## src/hdl/yaw_pitch_to_direction_assert.svh

```systemverilog
// Assertion macros shared by the yaw/pitch direction block.
`ifndef YAW_PITCH_TO_DIRECTION_ASSERT_SVH
`define YAW_PITCH_TO_DIRECTION_ASSERT_SVH

// Same-cycle implication, disabled while reset is low.
`define YPD_ASSERT_IMPL(lbl, clk, rst_n, ante, cons) \
    lbl: assert property (@(posedge clk) disable iff (!rst_n) (ante) |-> (cons)) \
        else $error("ypd assertion failed");

// Next-cycle implication, disabled while reset is low.
`define YPD_ASSERT_NEXT(lbl, clk, rst_n, ante, cons) \
    lbl: assert property (@(posedge clk) disable iff (!rst_n) (ante) |=> (cons)) \
        else $error("ypd assertion failed");

`endif

```

## src/hdl/ypd_pkg.sv

```systemverilog
// Shared constants, types and the arctangent table for the direction block.
package ypd_pkg;

    // Field formats
    localparam int ANGLE_FRAC_BITS = 6;
    localparam int OUT_FRAC_BITS   = 15;
    localparam int YAW_W           = 16;
    localparam int PITCH_W         = 15;
    localparam int DIR_W           = 16;

    // Angle range: one turn and the pitch limit in input units
    localparam int FULL  = 360 << ANGLE_FRAC_BITS;
    localparam int LIM   = 89 << ANGLE_FRAC_BITS;
    localparam int RES_W = $clog2(FULL);
    localparam int MAG_W = $clog2(LIM + 1);

    // Conversion to binary angle: FULL = FULL_ODD * 2^FULL_TZ
    localparam int     ANG_W     = 32;
    localparam int     FULL_TZ   = ANGLE_FRAC_BITS + 3;
    localparam int     FULL_ODD  = 45;
    localparam longint TURN_SPAN = longint'(1) << (ANG_W - FULL_TZ);
    localparam longint TURN_QUO  = TURN_SPAN / FULL_ODD;
    localparam longint TURN_REM  = TURN_SPAN % FULL_ODD;
    localparam longint TURN_HALF = longint'(FULL / 2) >> FULL_TZ;
    localparam int     QUO_W     = $clog2(TURN_QUO + 1);
    localparam longint FRAC_MAX  = TURN_REM * longint'(FULL - 1) + TURN_HALF;
    localparam int     FRAC_W    = $clog2(FRAC_MAX + 1);
    localparam int     RECIP_SH  = 26;
    localparam longint RECIP     = ((longint'(1) << RECIP_SH) + FULL_ODD - 1) / FULL_ODD;
    localparam int     RECIP_W   = $clog2(RECIP + 1);
    localparam int     LO_W      = FRAC_W + RECIP_W - RECIP_SH;

    // Rotation chain
    localparam int CORDIC_STEPS = 30;
    localparam int STEP_W       = $clog2(CORDIC_STEPS);
    localparam logic signed [ANG_W-1:0] CORDIC_GAIN = 32'sd652032874;

    // Vector and residual angle of one rotation lane (Q2.30 and binary angle)
    typedef struct packed {
        logic signed [ANG_W-1:0] x;
        logic signed [ANG_W-1:0] y;
        logic signed [ANG_W-1:0] z;
    } t_vec;

    // Data handed from cell to cell: yaw lane, pitch lane, yaw half-turn mark
    typedef struct packed {
        logic yaw_flip;
        t_vec yaw;
        t_vec pit;
    } t_cell_data;

    // Arctangent of 2^-idx in binary angle units
    function automatic logic [ANG_W-1:0] atan_turn(input logic [STEP_W-1:0] idx);
        logic [ANG_W-1:0] a;
        case (idx)
            5'd0:    a = 32'h20000000;
            5'd1:    a = 32'h12E4051E;
            5'd2:    a = 32'h09FB385B;
            5'd3:    a = 32'h051111D4;
            5'd4:    a = 32'h028B0D43;
            5'd5:    a = 32'h0145D7E1;
            5'd6:    a = 32'h00A2F61E;
            5'd7:    a = 32'h00517C55;
            5'd8:    a = 32'h0028BE53;
            5'd9:    a = 32'h00145F2F;
            5'd10:   a = 32'h000A2F98;
            5'd11:   a = 32'h000517CC;
            5'd12:   a = 32'h00028BE6;
            5'd13:   a = 32'h000145F3;
            5'd14:   a = 32'h0000A2FA;
            5'd15:   a = 32'h0000517D;
            5'd16:   a = 32'h000028BE;
            5'd17:   a = 32'h0000145F;
            5'd18:   a = 32'h00000A30;
            5'd19:   a = 32'h00000518;
            5'd20:   a = 32'h0000028C;
            5'd21:   a = 32'h00000146;
            5'd22:   a = 32'h000000A3;
            5'd23:   a = 32'h00000051;
            5'd24:   a = 32'h00000029;
            5'd25:   a = 32'h00000014;
            5'd26:   a = 32'h0000000A;
            5'd27:   a = 32'h00000005;
            5'd28:   a = 32'h00000003;
            5'd29:   a = 32'h00000001;
            default: a = 32'h00000000;
        endcase
        return a;
    endfunction

endpackage

```

## src/hdl/ypd_cordic_cell.sv

```systemverilog
// One rotation step for both the yaw and the pitch lane.
module ypd_cordic_cell (
    input  logic                           i_clk,
    input  logic                           i_rst_n,
    input  logic                           i_en,
    input  logic [ypd_pkg::STEP_W-1:0]     i_step,
    input  logic                           i_vld,
    input  ypd_pkg::t_cell_data            i_d,
    output logic                           o_vld,
    output ypd_pkg::t_cell_data            o_d
);

    logic                r_vld;
    ypd_pkg::t_cell_data r_d;
    ypd_pkg::t_cell_data n_d;

    // Rotate toward zero residual; shifts are floor shifts
    function automatic ypd_pkg::t_vec rot(input ypd_pkg::t_vec v,
                                          input logic [ypd_pkg::STEP_W-1:0] s);
        logic signed [ypd_pkg::ANG_W-1:0] dx;
        logic signed [ypd_pkg::ANG_W-1:0] dy;
        logic signed [ypd_pkg::ANG_W-1:0] a;
        ypd_pkg::t_vec                    r;
        dx = $signed(v.y) >>> s;
        dy = $signed(v.x) >>> s;
        a  = $signed(ypd_pkg::atan_turn(s));
        if (!v.z[ypd_pkg::ANG_W-1]) begin
            r.x = $signed(v.x) - dx;
            r.y = $signed(v.y) + dy;
            r.z = $signed(v.z) - a;
        end else begin
            r.x = $signed(v.x) + dx;
            r.y = $signed(v.y) - dy;
            r.z = $signed(v.z) + a;
        end
        return r;
    endfunction

    // Next step values
    always_comb begin
        n_d          = i_d;
        n_d.yaw      = rot(i_d.yaw, i_step);
        n_d.pit      = rot(i_d.pit, i_step);
    end

    // Valid flag
    always_ff @(posedge i_clk) begin
        if (!i_rst_n) begin
            r_vld <= 1'b0;
        end else if (i_en) begin
            r_vld <= i_vld;
        end
    end

    // Payload
    always_ff @(posedge i_clk) begin
        if (i_en) begin
            r_d <= n_d;
        end
    end

    assign o_vld = r_vld;
    assign o_d   = r_d;

endmodule

```

## config.mk

```make
export PLATFORM = sky130hd
export DESIGN_NAME = ypd_cordic_cell
export DESIGN_NICKNAME = d
export VERILOG_FILES = /design/src/hdl/yaw_pitch_to_direction_assert.svh /design/src/hdl/ypd_pkg.sv /design/src/hdl/ypd_cordic_cell.sv
export SDC_FILE = /design/constraint.sdc
export NUM_CORES = 1
export LEC_CHECK = 0
export ABC_AREA = 1
export BUFFER_PORTS_ARGS = -buffer_cell sky130_fd_sc_hd__buf_4
export CORE_ASPECT_RATIO = 0.6
export CORE_MARGIN = 8
export CORE_UTILIZATION = 51
export CTS_CLUSTER_DIAMETER = 80
export CTS_CLUSTER_SIZE = 12
export DETAILED_ROUTE_END_ITERATION = 8
export GPL_TIMING_DRIVEN = 0
export MAX_ROUTING_LAYER = met4
export PLACE_DENSITY_LB_ADDON = 0.1
export REMOVE_ABC_BUFFERS = 1
export SLEW_MARGIN = 0
export SYNTH_ARGS = -nofsm -noshare
export SYNTH_HDL_FRONTEND = slang
export SYNTH_SLANG_ARGS = --single-unit
```

## constraint.sdc

```tcl
create_clock -name i_clk -period 14.6 [get_ports i_clk]
set_clock_uncertainty 0.2 [all_clocks]
set_input_delay 1.46 -clock i_clk [delete_from_list [all_inputs] [get_ports i_clk]]
set_output_delay 1.46 -clock i_clk [all_outputs]
set_load 0.01 [all_outputs]
```

==> results.yml, run 1 <==
power:
  power.net_switching_mw: 1.45
  p_int_mw: 1.77
  p_sw_frac: 0.451
  powerDensity_mw_per_mm2: 100
  seqPwrFrac: 0.272
  peakVddDrop_mv: 0.100
  power.leakage_nw: 16.4
  clkPwrFrac: 0.164
  comb_power_share: 0.564
min_path:
  hold_path.class: "flop to flop"
grt:
  grt_pass1_vias: 28800
  grt_usage: 0.334
  grt_antenna_before_repair: 9
  grt_overflow: 0
  grt_pass1_wl_um: 164000
  grt_start_max_net_pins: 138
sta:
  setup_viol: 0
  rsz0062_at_grt: "no"
  fmax_mhz: 118
  hold_viol_final: 0
  final.min_clock_period_ns: 8.49
  worst_slack_ns: 6.11
  drv_slew: 0
  tightest_slew_ns: 1.41
  fin_tns_setup_ns: 0
  fin_crit_sh: 0.581
  slew_headroom: 0.0584
cts:
  clkTransAtPathRegs_ns: 0.08
  cts_setup_buffers: 0
  clock_latency_ns: 0.49
  cts_hold_buf: 0
  cts_resized: 0
  cts_tree: "yes"
  htreeDepth: 4
  clkSinkCount: 194
  clock-root-buffer: "clkbuf_16"
  numCtsBuffers: 17
  cts_buffer_depth: 2
setup_path:
  max_stage_delay_ns: 1.14
  crit_arrival_ns: 8.52
  critical_path_class: "input pin to flop"
  required_ns: 14.64
  crit_fanout: 83
  slowest_stage: "inv_2"
  start_kind: "input pin"
  cp_common_cell: "nand2_1"
  endpoint_kind: "flop"
drt:
  dr.pass1.iters: 6
  drt-total-wl_um: 107000
  wire_per_inst_um: 19.3
  vias: 32000
  via_per_inst: 5.77
  drt_iter0_drc: 3963
  ant_nets: 0
  drcViolationCount: 0
floorplan:
  chipHeight_um: 199
  die_width_um: 320
  num_rows: 67
  die-area_mm2: 0.0636
  core-area_mm2: 0.0553
  start_util: 0.512
  ioPinCount: 396
synthesis:
  yosys.area.top_type: "nand2_1"
  synth_area_mm2: 0.0283
  syn_area_per_cell_um2: 6.23
  yosys_warnings: 0
  netlist_top_cells_area: "nand2_1 21%, edfxtp_1 20%, nand3_1 12%"
  synth_seq_cells: 194
  ys_seq_area_frac: 0.205
  yosys_most_used_dff: "edfxtp_1"
  synth_async_sr_flop_share: 0
  synth_edf_count: 193
  synth_top_area_share: 0.206
  syn_inst: 4546
  ys_types: 59
final_layout:
  layout_common_cells: "1556 x nand2_1, 656 x nand3_1, 392 x buf_4"
  fin_util: 0.580
  layout_commonest_cell: "nand2_1"
  nets: 5233
  syn_to_final_growth_pct: 13.3
  drive_gt1_frac: 0.114
place:
  gp_congestion: 1.03
  dp_hpwl_um: 86400
  io_buffers: 395
  dp_slack_ns: 5.69
run_status:
  status: "completed"
run:
  drv_cap: 0
[routing by layer]
| metal | vias to the layer above | global-route usage | share of wire |
|---|---|---|---|
| li1 | 15600 | - | - |
| met1 | 14600 | 0.489 | 0.47 |
| met2 | 1640 | 0.462 | 0.40 |
| met3 | 140 | 0.0706 | 0.11 |
| met4 | 0 | 0.0808 | 0.022 |
| met5 | - | - | 0 |
[final cells by class]
| class | count | area [um2] |
|---|---|---|
| timing repair buffer | 402 | 3170 |
| tap | 724 | 906 |
| clock inverter | 14 | 208 |
| inverter | 413 | 1560 |
| sequential | 194 | 5820 |
| fill | 5629 | 23200 |
| clock buffer | 18 | 429 |
| multi-input combinational | 3776 | 20000 |
| antenna | 9 | 22.5 |
[power by group through the flow]
stage / combinational, mW / clock, mW / sequential [mW]
final: 1.82 / 0.530 / 0.876
after global routing: 1.99 / 0.558 / 0.890
after CTS: 1.78 / 0.541 / 0.878
after detailed placement: 1.78 / 0 / 0.890
after global placement: 1.77 / 0 / 0.886
after floorplan: 1.02 / 0 / 0.960
[through the flow]
step	hold slack [ns]	std cells	cell area [um2]	power, mW
after floorplan	0.355	4383	27400	1.98
after global placement	0.334	5502	31200	2.65
after detailed placement	0.333	5505	31300	2.67
after CTS	0.350	5537	32000	3.20
after global routing	0.400	5550	32100	3.44
final	0.344	5550	32100	3.22
[path summary, 6_finish.rpt]
path,end,cells after the start,slack (ns),startpoint
min reg2reg,o_vld$_SDFFE_PN0P_,2,0.34,o_vld$_SDFFE_PN0P_
max reg2reg,o_vld$_SDFFE_PN0P_,2,13.74,o_vld$_SDFFE_PN0P_
max,o_d[61]$_DFFE_PP_,26,6.11,i_step[4]
min,o_vld$_SDFFE_PN0P_,2,0.34,o_vld$_SDFFE_PN0P_
[kinds of logic (layout without fill, tap and decap cells)]
family / count (synthesis) / count (layout) / share of synthesized area
compound gates: 612 / 612 / 0.122
simple gates: 2669 / 2669 / 0.399
buf+inv: 576 / 847 / 0.0890
fa+ha+maj: 227 / 227 / 0.102
other cells: 0 / 9 / 0
xor+xnor: 268 / 268 / 0.0829
flops: 194 / 194 / 0.205
[state kept, by name, summed over array words and instances, names as in the netlist]
register / flops
o_d: 193
o_vld: 1
[critical path: cells and delay by family]
family / cells / cell delay (ns)
buffers and inverters: 7 / 2.79
adder cells (fa/ha/maj): 2 / 0.54
XOR/XNOR: 2 / 0.62
AND/OR/NAND/NOR: 12 / 2.06
AO/OA/AOI/OAI: 3 / 0.91
[Yosys cell counts, types with 32 or more instances]
library cell / n
nand2_1: 1556
nand3_1: 656
inv_1: 372
nor2_1: 287
a21oi_1: 237
ha_1: 221
o21ai_0: 202
xor2_1: 194
edfxtp_1: 193
xnor2_1: 74
buf_2: 53
clkbuf_1: 47
nor3_1: 47
inv_2: 36
o21a_1: 32
Power figures use the tool's default switching activity.
==> run 2: changes to the inputs <==
==> constraint.sdc (replaced) <==
create_clock -name i_clk -period 6.95 [get_ports i_clk]
set_clock_uncertainty 0.2 [all_clocks]
set_input_delay 0.695 -clock i_clk [delete_from_list [all_inputs] [get_ports i_clk]]
set_output_delay 0.695 -clock i_clk [all_outputs]
set_load 0.01 [all_outputs]
==> run 2 against run 1 <==
  * Die area unchanged
  * Final area about the same
  * Via count increased by 0.41%
  * First-iteration DRC count increased by 6.3%
  * Core utilization about the same
  * Cell count unchanged
  * Critical path type unchanged
==> results.yml, run 2 (synthesis gave the netlist of run 1 again) <==
run_status:
  status: "completed"
min_path:
  hold_depth: 1
  hold_path.class: "input pin to flop"
  min_from: "i_d[192]"
  min_delay_worst_endpoint: "o_d[192]$_DFFE_PP_"
sta:
  worst_slack_ns: 0.401
  drv_slew: 0
  final.min_clock_period_ns: 6.55
  worst_hold_slack_ns: 0.183
  fin_crit_sh: 0.942
  rsz0062_at_grt: "no"
  tightest_slew_ns: 1.33
  fin_tns_setup_ns: 0
  setup_viol: 0
  slew_headroom: 0.111
  fmax_mhz: 153
  hold_viol_final: 0
place:
  placed_cell_area_mm2: 0.0313
  gp_congestion: 1.03
  dp.cells: 5505
  dp_slack_ns: -1.20
  dp_hpwl_um: 86400
  io_buffers: 395
setup_path:
  path_delay_family: "simple AND/OR/NAND/NOR gates"
  crit_arrival_ns: 6.60
  critical_path_class: "input pin to flop"
  reg2regPathDepth: 2
  start_kind: "input pin"
  cp_common_cell: "nand2_1"
  r2r_setup_slack_ns: 6.09
  endpoint_kind: "flop"
  crit_fanout: 137
  max_stage_delay_ns: 0.51
  critPathBufInv: 3
  reg2reg_to: "o_vld$_SDFFE_PN0P_"
  startpoint: "i_step[0]"
  required_ns: 7.00
  slowest_stage: "ha_1"
  worstReg2RegStart: "o_vld$_SDFFE_PN0P_"
power:
  clkPwrFrac: 0.164
  power.net_switching_mw: 3.05
  power.leakage_nw: 16.4
  comb_power_share: 0.564
  powerDensity_mw_per_mm2: 211
  p_total_mw: 6.77
  seqPwrFrac: 0.272
  peakVddDrop_mv: 0.207
  p_sw_frac: 0.451
  p_int_mw: 3.72
grt:
  grt_overflow: 0
  grt_antenna_before_repair: 9
  grt_pass1_wl_um: 164000
  grt_usage: 0.334
  grt_start_max_net_pins: 138
  grt_pass1_vias: 28800
floorplan:
  die-area_mm2: 0.0636
  die_width_um: 320
  ioPinCount: 396
  num_rows: 67
  start_util: 0.512
  core-area_mm2: 0.0553
  chipHeight_um: 199
run:
  drv_cap: 0
drt:
  drt-total-wl_um: 107000
  via_per_inst: 5.79
  drt_iter0_drc: 4212
  wire_per_inst_um: 19.3
  dr.pass1.iters: 7
  vias: 32200
  drcViolationCount: 0
  ant_nets: 0
final_layout:
  seq_area_mm2: 0.00582
  syn_to_final_growth_pct: 13.3
  layout_common_cells: "1556 x nand2_1, 656 x nand3_1, 393 x buf_4"
  layoutNonFillerInstCount: 5550
  n_fill_cell: 5628
  multiInputGateArea_mm2: 0.0200
  drive_gt1_frac: 0.114
  largest_reg_flops: 193
  nets: 5233
  final_cell_area_mm2: 0.0321
  fin_util: 0.580
  layout_commonest_cell: "nand2_1"
cts:
  clkTransAtPathRegs_ns: 0.09
  clock-root-buffer: "clkbuf_16"
  numCtsBuffers: 17
  cts_buffer_depth: 2
  clock_latency_ns: 0.48
  htreeDepth: 4
  cts_tree: "yes"
  cts_hold_buf: 0
  clkSinkCount: 194
## run 2: cell count changes in the layout (fill, tap and decap cells not counted), sizes merged
cell	change
clkinv	-1
inv	+1
## run 2: worst max-delay path by stage
| stage | endpoint | slack, ns | cells after the start |
|---|---|---|---|
| global placement | o_d[127]$_DFFE_PP_ | -1.22 | 29 |
| floorplan | o_d[31]$_DFFE_PP_ | 1.59 | 28 |
| global route | o_d[127]$_DFFE_PP_ | 0.004 | 31 |
| finish | o_d[127]$_DFFE_PP_ | 0.40 | 30 |
| CTS | o_d[61]$_DFFE_PP_ | 0.0003 | 26 |
| detailed placement | o_d[127]$_DFFE_PP_ | -1.20 | 30 |
## run 2: cell type report
type | count | share of cell area
Tap cell | 724 | 0.0282
Inverter | 413 | 0.0494
Clock buffer | 18 | 0.0134
Sequential cell | 194 | 0.181
Antenna cell | 9 | 0.000702
Clock inverter | 14 | 0.00647
Timing Repair Buffer | 402 | 0.0976
Multi-Input combinational cell | 3776 | 0.623
## run 2: timing repair
action,in CTS,in global routing
setup buffers,0,3
endpoints found under the setup margin,66,82
resized for setup,5,18
pin swaps,0,1
## run 2: worst reg2reg max path: stages (launching register included)
cell and delay [ns]:
dfxtp_1 0.31, o21ai_0 0.15, a21oi_1 0.06
## run 2: power groups by stage
stage          clock network [mW]  registers [mW]  logic [mW]
5_1_grt                      1.17            1.87        4.19
4_1_cts                      1.14            1.84        3.75
3_5_place_dp                    0            1.87        3.73
2_1_floorplan                   0            2.02        2.14
6_report                     1.11            1.84        3.82
3_3_place_gp                    0            1.86        3.71
## run 2: layer usage
| layer | track usage | share of wire | up-vias |
|---|---|---|---|
| li1 | - | - | 15600 |
| met3 | 0.0706 | 0.11 | 135 |
| met5 | - | 0 | - |
| met2 | 0.463 | 0.40 | 1678 |
| met4 | 0.0808 | 0.022 | 0 |
| met1 | 0.488 | 0.47 | 14700 |
